==> src/swup_pkg.sv <==
`timescale 1ns / 1ps
// swup_pkg: shared types, codes and unit-word tables for the size-with-unit parser.
// Depends on nothing; used by swup_trie, swup_scale and size_with_unit_parser_unit.
package swup_pkg;

   // multiplier constants: 10^9 needs 30 bits
   localparam int UNIT_MULT_BITS = 30;
   localparam logic [UNIT_MULT_BITS-1:0] MULT_BYTE = 30'd1;
   localparam logic [UNIT_MULT_BITS-1:0] MULT_KILO = 30'd1000;
   localparam logic [UNIT_MULT_BITS-1:0] MULT_MEGA = 30'd1000000;
   localparam logic [UNIT_MULT_BITS-1:0] MULT_GIGA = 30'd1000000000;

   // unit families
   localparam logic [1:0] FAM_BYTE = 2'd0;
   localparam logic [1:0] FAM_KILO = 2'd1;
   localparam logic [1:0] FAM_MEGA = 2'd2;
   localparam logic [1:0] FAM_GIGA = 2'd3;

   // result status codes
   localparam logic [1:0] ST_OK       = 2'd0;
   localparam logic [1:0] ST_UNKNOWN  = 2'd1;
   localparam logic [1:0] ST_OVERFLOW = 2'd2;

   // characters
   localparam logic [7:0] CH_ZERO = "0";
   localparam logic [7:0] CH_NINE = "9";
   localparam logic [7:0] CH_LO_B = "b";
   localparam logic [7:0] CH_UP_B = "B";
   localparam logic [7:0] CASE_MASK = 8'hDF;

   // suffix matcher position: family, case of the first letter, which path
   // (short abbreviation or long spelled word) and characters consumed
   typedef struct packed {
      logic       dead;
      logic [1:0] fam;
      logic       lower;
      logic       long_path;
      logic [3:0] len;
   } trie_node_type;

   localparam trie_node_type TRIE_ROOT = '{dead: 1'b0, fam: 2'd0, lower: 1'b0,
                                           long_path: 1'b0, len: 4'd0};
   localparam trie_node_type TRIE_DEAD = '{dead: 1'b1, fam: 2'd0, lower: 1'b0,
                                           long_path: 1'b0, len: 4'd0};

   // verdict on the suffix seen so far
   typedef struct packed {
      logic       known;
      logic [1:0] fam;
   } unit_match_type;

   // control carried with one number through the scaling pipeline
   typedef struct packed {
      logic       known;
      logic [1:0] fam;
      logic       overflowed;
   } scale_ctl_type;

   function automatic logic [UNIT_MULT_BITS-1:0] unit_mult(input logic [1:0] fam);
      logic [UNIT_MULT_BITS-1:0] m;
      unique case (fam)
         FAM_BYTE: m = MULT_BYTE;
         FAM_KILO: m = MULT_KILO;
         FAM_MEGA: m = MULT_MEGA;
         default:  m = MULT_GIGA;
      endcase
      return m;
   endfunction

   // lowercase spelled word of each family, first character in the top byte
   function automatic logic [63:0] unit_word(input logic [1:0] fam);
      logic [63:0] w;
      unique case (fam)
         FAM_BYTE: w = {"byte", 32'h0};
         FAM_KILO: w = "kilobyte";
         FAM_MEGA: w = "megabyte";
         default:  w = "gigabyte";
      endcase
      return w;
   endfunction

   function automatic logic [7:0] unit_char(input logic [1:0] fam, input logic [2:0] idx);
      logic [63:0] w;
      w = unit_word(fam);
      return w[63 - 8*idx -: 8];
   endfunction

   function automatic logic [3:0] unit_len(input logic [1:0] fam);
      return (fam == FAM_BYTE) ? 4'd4 : 4'd8;
   endfunction

endpackage

==> src/swup_trie.sv <==
`timescale 1ns / 1ps
// swup_trie: next-position and match logic of the unit suffix matcher.
// Depends on swup_pkg; the position register lives in the top level.
module swup_trie (
   input  swup_pkg::trie_node_type  node,
   input  logic [7:0]               ch,
   output swup_pkg::trie_node_type  node_next,
   output swup_pkg::unit_match_type match
);
   import swup_pkg::*;

   // advance on one suffix character
   always_comb begin
      node_next = node;
      priority if (node.dead) begin
         node_next = TRIE_DEAD;
      end else if (node.len == 4'd0) begin
         node_next = TRIE_DEAD;
         for (int f = 0; f < 4; f++) begin
            if (ch == unit_char(2'(f), 3'd0) ||
                ch == (unit_char(2'(f), 3'd0) & CASE_MASK)) begin
               node_next.dead      = 1'b0;
               node_next.fam       = 2'(f);
               node_next.lower     = (ch == unit_char(2'(f), 3'd0));
               node_next.long_path = 1'b0;
               node_next.len       = 4'd1;
            end
         end
      end else if (node.len == 4'd1) begin
         if (ch == unit_char(node.fam, 3'd1)) begin
            node_next.long_path = 1'b1;
            node_next.len       = 4'd2;
         end else if (node.fam != FAM_BYTE && ch == (node.lower ? CH_LO_B : CH_UP_B)) begin
            node_next.long_path = 1'b0;
            node_next.len       = 4'd2;
         end else begin
            node_next = TRIE_DEAD;
         end
      end else if (node.long_path && node.len < unit_len(node.fam) &&
                   ch == unit_char(node.fam, node.len[2:0])) begin
         node_next.len = node.len + 4'd1;
      end else begin
         node_next = TRIE_DEAD;
      end
   end

   // whole words: empty, single letter (not a capital B), abbreviation, full spelling
   always_comb begin
      match.known = !node.dead &&
                    (node.len == 4'd0 ||
                     (node.len == 4'd1 && (node.fam != FAM_BYTE || node.lower)) ||
                     (node.len == 4'd2 && !node.long_path) ||
                     (node.long_path && node.len == unit_len(node.fam)));
      match.fam   = (node.len == 4'd0) ? FAM_BYTE : node.fam;
   end

endmodule

==> src/swup_scale.sv <==
`timescale 1ns / 1ps
// swup_scale: three-stage pipeline that multiplies the parsed number by the unit
// and forms the status. Depends on swup_pkg.
module swup_scale #(
   parameter int VALUE_BITS = 63
) (
   input  logic                    clock,
   input  logic                    reset,
   input  logic                    in_valid,
   output logic                    in_ready,
   input  logic [VALUE_BITS-1:0]   in_acc,
   input  swup_pkg::scale_ctl_type in_ctl,
   output logic                    out_valid,
   input  logic                    out_stall,
   output logic [VALUE_BITS-1:0]   out_value,
   output logic [1:0]              out_status
);
   import swup_pkg::*;

   localparam int HALF_BITS = 32;
   localparam int PP_BITS   = HALF_BITS + UNIT_MULT_BITS;
   localparam int SUM_BITS  = PP_BITS + HALF_BITS;

   logic                      s1_v_ff, s1_v_in;
   logic [VALUE_BITS-1:0]     s1_acc_ff;
   scale_ctl_type             s1_ctl_ff;
   logic                      s2_v_ff, s2_v_in;
   logic [PP_BITS-1:0]        s2_lo_ff, s2_lo_in;
   logic [PP_BITS-1:0]        s2_hi_ff, s2_hi_in;
   scale_ctl_type             s2_ctl_ff;
   logic                      out_v_ff, out_v_in;
   logic [VALUE_BITS-1:0]     out_value_ff, out_value_in;
   logic [1:0]                out_status_ff, out_status_in;

   logic                      out_ready, s2_ready, s1_ready;
   logic [2*HALF_BITS-1:0]    acc_wide;
   logic [UNIT_MULT_BITS-1:0] mult;
   logic [SUM_BITS-1:0]       product;
   logic                      prod_ovf;

   // each stage moves when it is empty or its successor moves
   assign out_ready = !out_v_ff || !out_stall;
   assign s2_ready  = !s2_v_ff || out_ready;
   assign s1_ready  = !s1_v_ff || s2_ready;
   assign in_ready  = s1_ready;

   assign s1_v_in  = s1_ready ? in_valid : s1_v_ff;
   assign s2_v_in  = s2_ready ? s1_v_ff  : s2_v_ff;
   assign out_v_in = out_ready ? s2_v_ff : out_v_ff;

   // split the number into two halves and multiply each by the unit
   assign acc_wide = (2*HALF_BITS)'(s1_acc_ff);
   assign mult     = unit_mult(s1_ctl_ff.fam);
   assign s2_lo_in = acc_wide[HALF_BITS-1:0] * mult;
   assign s2_hi_in = acc_wide[2*HALF_BITS-1:HALF_BITS] * mult;

   // join the partial products and check the range
   assign product  = {s2_hi_ff, {HALF_BITS{1'b0}}} + SUM_BITS'(s2_lo_ff);
   assign prod_ovf = |product[SUM_BITS-1:VALUE_BITS];

   // unknown suffix outranks overflow; value stays zero unless ok
   always_comb begin
      out_value_in = '0;
      priority if (!s2_ctl_ff.known) begin
         out_status_in = ST_UNKNOWN;
      end else if (s2_ctl_ff.overflowed || prod_ovf) begin
         out_status_in = ST_OVERFLOW;
      end else begin
         out_status_in = ST_OK;
         out_value_in  = product[VALUE_BITS-1:0];
      end
   end

   // valid bits
   always_ff @(posedge clock) begin
      if (reset) begin
         s1_v_ff  <= 1'b0;
         s2_v_ff  <= 1'b0;
         out_v_ff <= 1'b0;
      end else begin
         s1_v_ff  <= s1_v_in;
         s2_v_ff  <= s2_v_in;
         out_v_ff <= out_v_in;
      end
   end

   // payload, held while the stage cannot move
   always_ff @(posedge clock) begin
      if (s1_ready) begin
         s1_acc_ff <= in_acc;
         s1_ctl_ff <= in_ctl;
      end
      if (s2_ready) begin
         s2_lo_ff  <= s2_lo_in;
         s2_hi_ff  <= s2_hi_in;
         s2_ctl_ff <= s1_ctl_ff;
      end
      if (out_ready) begin
         out_value_ff  <= out_value_in;
         out_status_ff <= out_status_in;
      end
   end

   assign out_valid  = out_v_ff;
   assign out_value  = out_value_ff;
   assign out_status = out_status_ff;

   // a full pipeline behind a stalled output takes no new word
   a_full_blocks: assert property (@(posedge clock) disable iff (reset)
      (s1_v_ff && s2_v_ff && out_v_ff && out_stall) |-> !in_ready)
      else $error("scale pipeline accepted a word while full");

   // a known suffix whose product does not fit must report overflow
   a_prod_ovf: assert property (@(posedge clock) disable iff (reset)
      (s2_v_ff && out_ready && s2_ctl_ff.known && prod_ovf) |=>
      (out_status_ff == ST_OVERFLOW))
      else $error("product overflow not reported");

   // a taken result with nothing behind it leaves the output empty
   a_drain: assert property (@(posedge clock) disable iff (reset)
      (out_v_ff && !out_stall && !s2_v_ff) |=> !out_v_ff)
      else $error("result repeated after it was taken");

endmodule

==> src/size_with_unit_parser_unit.sv <==
`timescale 1ns / 1ps
// size_with_unit_parser_unit: top level of the size string parser.
// Depends on swup_pkg, swup_trie and swup_scale.
//
//   channel  direction  ports                               word
//   req      in         req_valid req_stall req_ch           one character or
//                       req_end_mark                         the end marker
//   rsp      out        rsp_valid rsp_stall rsp_size_value   scaled size and
//                       rsp_status                           status
//
// One character is taken per cycle while req_stall is low; digits update the
// accumulator with a shift-add by ten and suffix characters step the matcher in
// that same cycle. An end marker's result leaves through the scaling pipeline
// (split 32 by 30 bit multiply, then a join and range check).
// Reset is synchronous and returns the parser to the start of a string.
// req_stall rises only while all three scaling stages hold results behind a
// stalled rsp channel.
module size_with_unit_parser_unit #(
   parameter int VALUE_BITS = 63
) (
   input  logic                  clock,
   input  logic                  reset,
   input  logic                  req_valid,
   output logic                  req_stall,
   input  logic [7:0]            req_ch,
   input  logic                  req_end_mark,
   output logic                  rsp_valid,
   input  logic                  rsp_stall,
   output logic [VALUE_BITS-1:0] rsp_size_value,
   output logic [1:0]            rsp_status
);
   import swup_pkg::*;

   logic                  in_suffix_ff, in_suffix_in;
   logic [VALUE_BITS-1:0] acc_ff, acc_in;
   logic                  ovf_ff, ovf_in;
   trie_node_type         node_ff, node_in;

   logic                  req_fire, char_fire, end_fire;
   logic                  is_digit;
   logic [3:0]            digit;
   logic [VALUE_BITS+3:0] acc10;
   trie_node_type         node_next;
   unit_match_type        match;
   scale_ctl_type         scale_ctl;
   logic                  scale_ready;

   assign req_stall = !scale_ready;
   assign req_fire  = req_valid && !req_stall;
   assign char_fire = req_fire && !req_end_mark;
   assign end_fire  = req_fire && req_end_mark;

   // digits are ASCII 0x30 to 0x39, so the low nibble is the digit value
   assign is_digit = (req_ch >= CH_ZERO) && (req_ch <= CH_NINE);
   assign digit    = req_ch[3:0];

   // acc * 10 + digit as (acc << 3) + (acc << 1) + digit
   assign acc10 = {1'b0, acc_ff, 3'b000} + {3'b000, acc_ff, 1'b0}
                + (VALUE_BITS+4)'(digit);

   swup_trie u_trie (
      .node      (node_ff),
      .ch        (req_ch),
      .node_next (node_next),
      .match     (match)
   );

   // parser state update; the end marker returns to the start of a string
   always_comb begin
      in_suffix_in = in_suffix_ff;
      acc_in       = acc_ff;
      ovf_in       = ovf_ff;
      node_in      = node_ff;
      if (end_fire) begin
         in_suffix_in = 1'b0;
         acc_in       = '0;
         ovf_in       = 1'b0;
         node_in      = TRIE_ROOT;
      end else if (char_fire) begin
         if (!in_suffix_ff && is_digit) begin
            if (!ovf_ff) begin
               if (|acc10[VALUE_BITS+3:VALUE_BITS]) begin
                  ovf_in = 1'b1;
               end else begin
                  acc_in = acc10[VALUE_BITS-1:0];
               end
            end
         end else begin
            in_suffix_in = 1'b1;
            node_in      = node_next;
         end
      end
   end

   always_ff @(posedge clock) begin
      if (reset) begin
         in_suffix_ff <= 1'b0;
         acc_ff       <= '0;
         ovf_ff       <= 1'b0;
         node_ff      <= TRIE_ROOT;
      end else begin
         in_suffix_ff <= in_suffix_in;
         acc_ff       <= acc_in;
         ovf_ff       <= ovf_in;
         node_ff      <= node_in;
      end
   end

   // hand the finished number to the scaling pipeline
   assign scale_ctl.known      = match.known;
   assign scale_ctl.fam        = match.fam;
   assign scale_ctl.overflowed = ovf_ff;

   swup_scale #(
      .VALUE_BITS (VALUE_BITS)
   ) u_scale (
      .clock      (clock),
      .reset      (reset),
      .in_valid   (req_valid && req_end_mark),
      .in_ready   (scale_ready),
      .in_acc     (acc_ff),
      .in_ctl     (scale_ctl),
      .out_valid  (rsp_valid),
      .out_stall  (rsp_stall),
      .out_value  (rsp_size_value),
      .out_status (rsp_status)
   );

   // an end marker leaves the parser at the start of a fresh string
   a_end_clears: assert property (@(posedge clock) disable iff (reset)
      end_fire |=> (!in_suffix_ff && acc_ff == '0 && !ovf_ff && node_ff == TRIE_ROOT))
      else $error("parser state not cleared after end marker");

   // a result that is not ok carries a zero size
   a_zero_unless_ok: assert property (@(posedge clock) disable iff (reset)
      (rsp_valid && rsp_status != ST_OK) |-> (rsp_size_value == '0))
      else $error("non-zero size with error status");

   // the overflow flag holds until the string ends
   a_ovf_sticky: assert property (@(posedge clock) disable iff (reset)
      (ovf_ff && !end_fire) |=> ovf_ff)
      else $error("overflow flag dropped inside a string");

   // once in the suffix, digits no longer change the number
   a_suffix_freezes: assert property (@(posedge clock) disable iff (reset)
      (in_suffix_ff && !end_fire) |=> (in_suffix_ff && $stable(acc_ff)))
      else $error("number changed during the suffix");

endmodule
==> config.mk <==
export PLATFORM = sky130hd
export DESIGN_NAME = size_with_unit_parser_unit
export DESIGN_NICKNAME = d
export VERILOG_FILES = /design/src/swup_pkg.sv /design/src/swup_trie.sv /design/src/swup_scale.sv /design/src/size_with_unit_parser_unit.sv
export SDC_FILE = /design/constraint.sdc
export NUM_CORES = 2
export LEC_CHECK = 0
export ABC_CLOCK_PERIOD_IN_PS = 11740
export BUFFER_PORTS_ARGS = -buffer_cell sky130_fd_sc_hd__buf_2
export CAP_MARGIN = 20
export CORE_MARGIN = 3
export CORE_UTILIZATION = 30
export CTS_CLUSTER_DIAMETER = 200
export DETAILED_ROUTE_END_ITERATION = 10
export PLACE_DENSITY_LB_ADDON = 0.08
export SLEW_MARGIN = 20
export SYNTH_ARGS = -nofsm -noshare
export SYNTH_HDL_FRONTEND = slang
export SYNTH_SLANG_ARGS = --single-unit
==> constraint.sdc <==
create_clock -name clock -period 11.74 [get_ports clock]
set_input_delay 1.174 -clock clock [delete_from_list [all_inputs] [get_ports clock]]
set_output_delay 1.174 -clock clock [all_outputs]
set_load 0.01 [all_outputs]
==> qor.txt <==
=================================================================================
Result of the run                                                    complete, no violations
Total of warnings raised by yosys                                               0
Drt wl/cell                                                              21.40 µm
Pwr/cell area                                                        40.76 mW/mm²
Transition time at the pin with the least slew margin                   0.9628 ns
Die area                                                               0.2179 mm²
WP buf/inv                                                                      3
Type of the worst setup path                                              reg2reg
Worst endpoint required time                                             12.09 ns
Initial core utilization                                                   30.27%
Total vias in the final route                                               44360
Final Routed Wirelength                                                 201100 µm
Top FF cell, synth                                                   sky130_fd_sc_hd__edfxtp_1
Overall fraction of global-route tracks in use                             18.55%
Area growth from synthesis to layout                                       7.747%
Mapped Nets                                                                  8636
Number of hold buffers added after cts                                          0
Most common library cells after synthesis                            1519 x sky130_fd_sc_hd__inv_1, 1034 x sky130_fd_sc_hd__fa_1, 992 x sky130_fd_sc_hd__ha_1
Largest buffer count on any clock path                                          3
Chip height                                                              466.8 µm
Netlist area before placement                                         0.06370 mm²
Number of global-route vias before repair                                   47620
Seq/Total Area, Yosys                                                      14.54%
Post-layout nets                                                             8594
Number of hold-slack violations in the final timing report                      0
Post-Place Setup Slack                                                   2.048 ns
Final-report setup violation count                                              0
Period utilisation layout                                                  83.33%
Total count of max-transition violations in the final report                    0
Total I/O pin count                                                            80
Final sum of negative setup slack                                            0 ns
VDD IR-drop max                                                         0.1038 mV
Die Width                                                                466.8 µm
Synth async-reset ratio                                                        0%
Clock tree from TritonCTS                                                     yes
Count of standard-cell rows                                                   168
Wire length of the first global-routing pass                            305200 µm
Total DRC errors in the routed layout                                           0
Number of antenna violations at the first check in global routing              16
# port buffers                                                                 79
Leading cell types by total area after synthesis                     sky130_fd_sc_hd__fa_1 32%, sky130_fd_sc_hd__ha_1 19%, sky130_fd_sc_hd__edfxtp_1 12%
Sum of overflow across all layers after global routing                          0
Count of cell types in the netlist                                             83
Post-CTS Setup Inserts                                                          0
Detailed-placement wirelength estimate                                  175300 µm
Critical Path Source Type                                                register
Synthesized-area fraction occupied by adder cells                          52.02%
Top achievable clock speed                                              102.2 MHz
Maximum fanout count along the critical path                                   68
RSZ-0062 raised after global routing                                           no
Delay-heaviest family, CP                                             adder cells
Setup skew after layout                                                0.06611 ns
Main combinational cell family by area after synthesis                adder cells
Iteration-0 DRC count of the detailed router                                 2641
Fraction of layout cells with a size suffix above 1                        3.580%
Clock net sink count                                                          334
Clock slew seen by the registers of the worst setup and hold paths        0.06 ns
Critical Path End Type                                                   register
Number of detailed-routing iterations run before antenna repair                 7
Placeable core region                                                  0.2104 mm²
Detail Route Antenna Nets                                                       0
Longest individual stage delay on the worst path                          0.70 ns
H-tree Lvls                                                                     2
Multiplexer share of the synthesized area                                 0.1748%
Post-synthesis share of cell area spent on xor and xnor gates              3.603%
Cell taking the most area after synthesis                            sky130_fd_sc_hd__fa_1
Cell at the root of the clock tree                                   sky130_fd_sc_hd__clkbuf_16
Class of the tightest hold or removal check                               reg2reg
Number of synthesized flops with an enable pin                                257
Static Leakage                                                         0.03716 µW
Synth Area in Compound Gates                                               9.264%
Vias per inst                                                               4.720
Top-count cell post-synth                                            sky130_fd_sc_hd__inv_1
Final weighted congestion in routability-driven placement                  0.9014
Worst path slowest cell                                              sky130_fd_sc_hd__buf_4
Simple-gate area share of the yosys netlist                                10.19%
Number of instances resized during post-cts repair                              0
Post-layout min period                                                   9.783 ns
Smallest setup slack after layout                                        1.957 ns
Pin count of the biggest net entering global routing                           69
Mean instance size in the synthesized netlist                           9.655 µm²
Most frequent CP cell                                                sky130_fd_sc_hd__fa_1
Clock insertion delay at the later pin of the skew report                 0.65 ns
CTS buffer count                                                               46
Maximum Capacitance Violations                                                  0
FILL cells                                                                  21830
Share of Yosys cell area claimed by the top area cell type                 32.50%
Data arrival time of the critical path                                   10.13 ns
Post-synthesis cell count                                                    6597
Worst Hold Slack                                                        0.4602 ns
Tightest slew margin relative to the limit                                 35.81%
Flip-flop and latch count after synthesis                                     334
Core Util, Final                                                           32.62%
=================================================================================
[through the flow]
step | std cells | area (µm²) | power (µW)
after floorplan | 6597 | 63700 | 1316
after global placement | 9312 | 67040 | 1335
after detailed placement | 9312 | 67040 | 1334
after CTS | 9397 | 68620 | 2860
after global routing | 9397 | 68630 | 2905
final | 9399 | 68630 | 2797
[routing by layer]
metal / GRT usage (%) / vias to the layer above / share of wire [%]
li1: - / 21160 / -
met4: 3.510 / 0 / 2.1
met2: 27.84 / 852 / 42
met3: 3.209 / 167 / 5.6
met1: 27.88 / 22190 / 50
met5: 0 / - / 0
[worst paths after layout]
check / slack, ns / end / depth (start not counted) / startpoint
setup reg to reg: 1.96 / u_scale.s2_hi_ff[60] / 26 / u_scale.s1_ctl_ff[1]
hold reg to reg: 0.46 / u_scale.out_valid / 2 / u_scale.s2_v_ff
setup / recovery: 1.96 / u_scale.s2_hi_ff[60] / 26 / u_scale.s1_ctl_ff[1]
hold / removal: 0.46 / u_scale.out_valid / 2 / u_scale.s2_v_ff
[final cells by class]
| type | count | area, µm² | area share, % |
|---|---|---|---|
| Timing Repair Buffer | 103 | 575.6 | 0.8386 |
| Inverter | 1519 | 5707 | 8.315 |
| Clock inverter | 29 | 340.3 | 0.4959 |
| Sequential cell | 334 | 9259 | 13.49 |
| Clock buffer | 56 | 1241 | 1.809 |
| Antenna cell | 2 | 5.005 | 0.007292 |
| Multi-Input combinational cell | 4551 | 47990 | 69.93 |
| Tap cell | 2805 | 3510 | 5.114 |
[power breakdown]
group          switching [µW]  total (µW)  internal, µW
logic                    30.3        41.7          11.3
clock network             596        1490           892
registers                3.83        1270          1260
total                     631        2800          2170
[worst register-to-register path, delay by kind of cell, from the launching register on]
kind                       cells  cell delay [ns]
adders and majority gates     10             4.81
AOI/OAI and AO/OA              7             1.74
buffers and inverters          3             1.36
and+or+nand+nor                6             1.13
DFF                            1             0.43
[sequential cells by signal (all words and copies together) (netlist names)]
signal / flops
acc_ff: 63
u_scale.s2_lo_ff: 62
ovf_ff: 1
u_scale.out_valid: 1
u_scale.s2_ctl_ff: 2
node_ff: 9
u_scale.out_value: 63
in_suffix_ff: 1
u_scale.s1_acc_ff: 63
u_scale.s1_ctl_ff: 4
u_scale.s2_v_ff: 1
u_scale.s1_v_ff: 1
u_scale.out_status: 2
u_scale.s2_hi_ff: 61
[cell families after synthesis]
kind of cell | count (synthesis)
fa+ha+maj | 2028
buf+inv | 1712
simple gates | 1305
compound gates | 945
flops | 334
xor+xnor | 262
mux | 11
[placed cells by master, fill, tap and decap left out, drive strengths merged, types with 48 or more instances in the layout]
| master | count |
|---|---|
| a21o | 131 |
| a21oi | 300 |
| a31oi | 48 |
| and2 | 157 |
| and3 | 113 |
| buf | 103 |
| clkbuf | 56 |
| dfxtp | 77 |
| edfxtp | 257 |
| fa | 1034 |
| ha | 992 |
| inv | 1525 |
| nand2 | 399 |
| nand3 | 113 |
| nand4 | 66 |
| nor2 | 218 |
| nor2b | 87 |
| nor3 | 49 |
| o21ai | 220 |
| xnor2 | 173 |
| xor2 | 89 |
No activity file was read; power rests on OpenSTA's default activity.
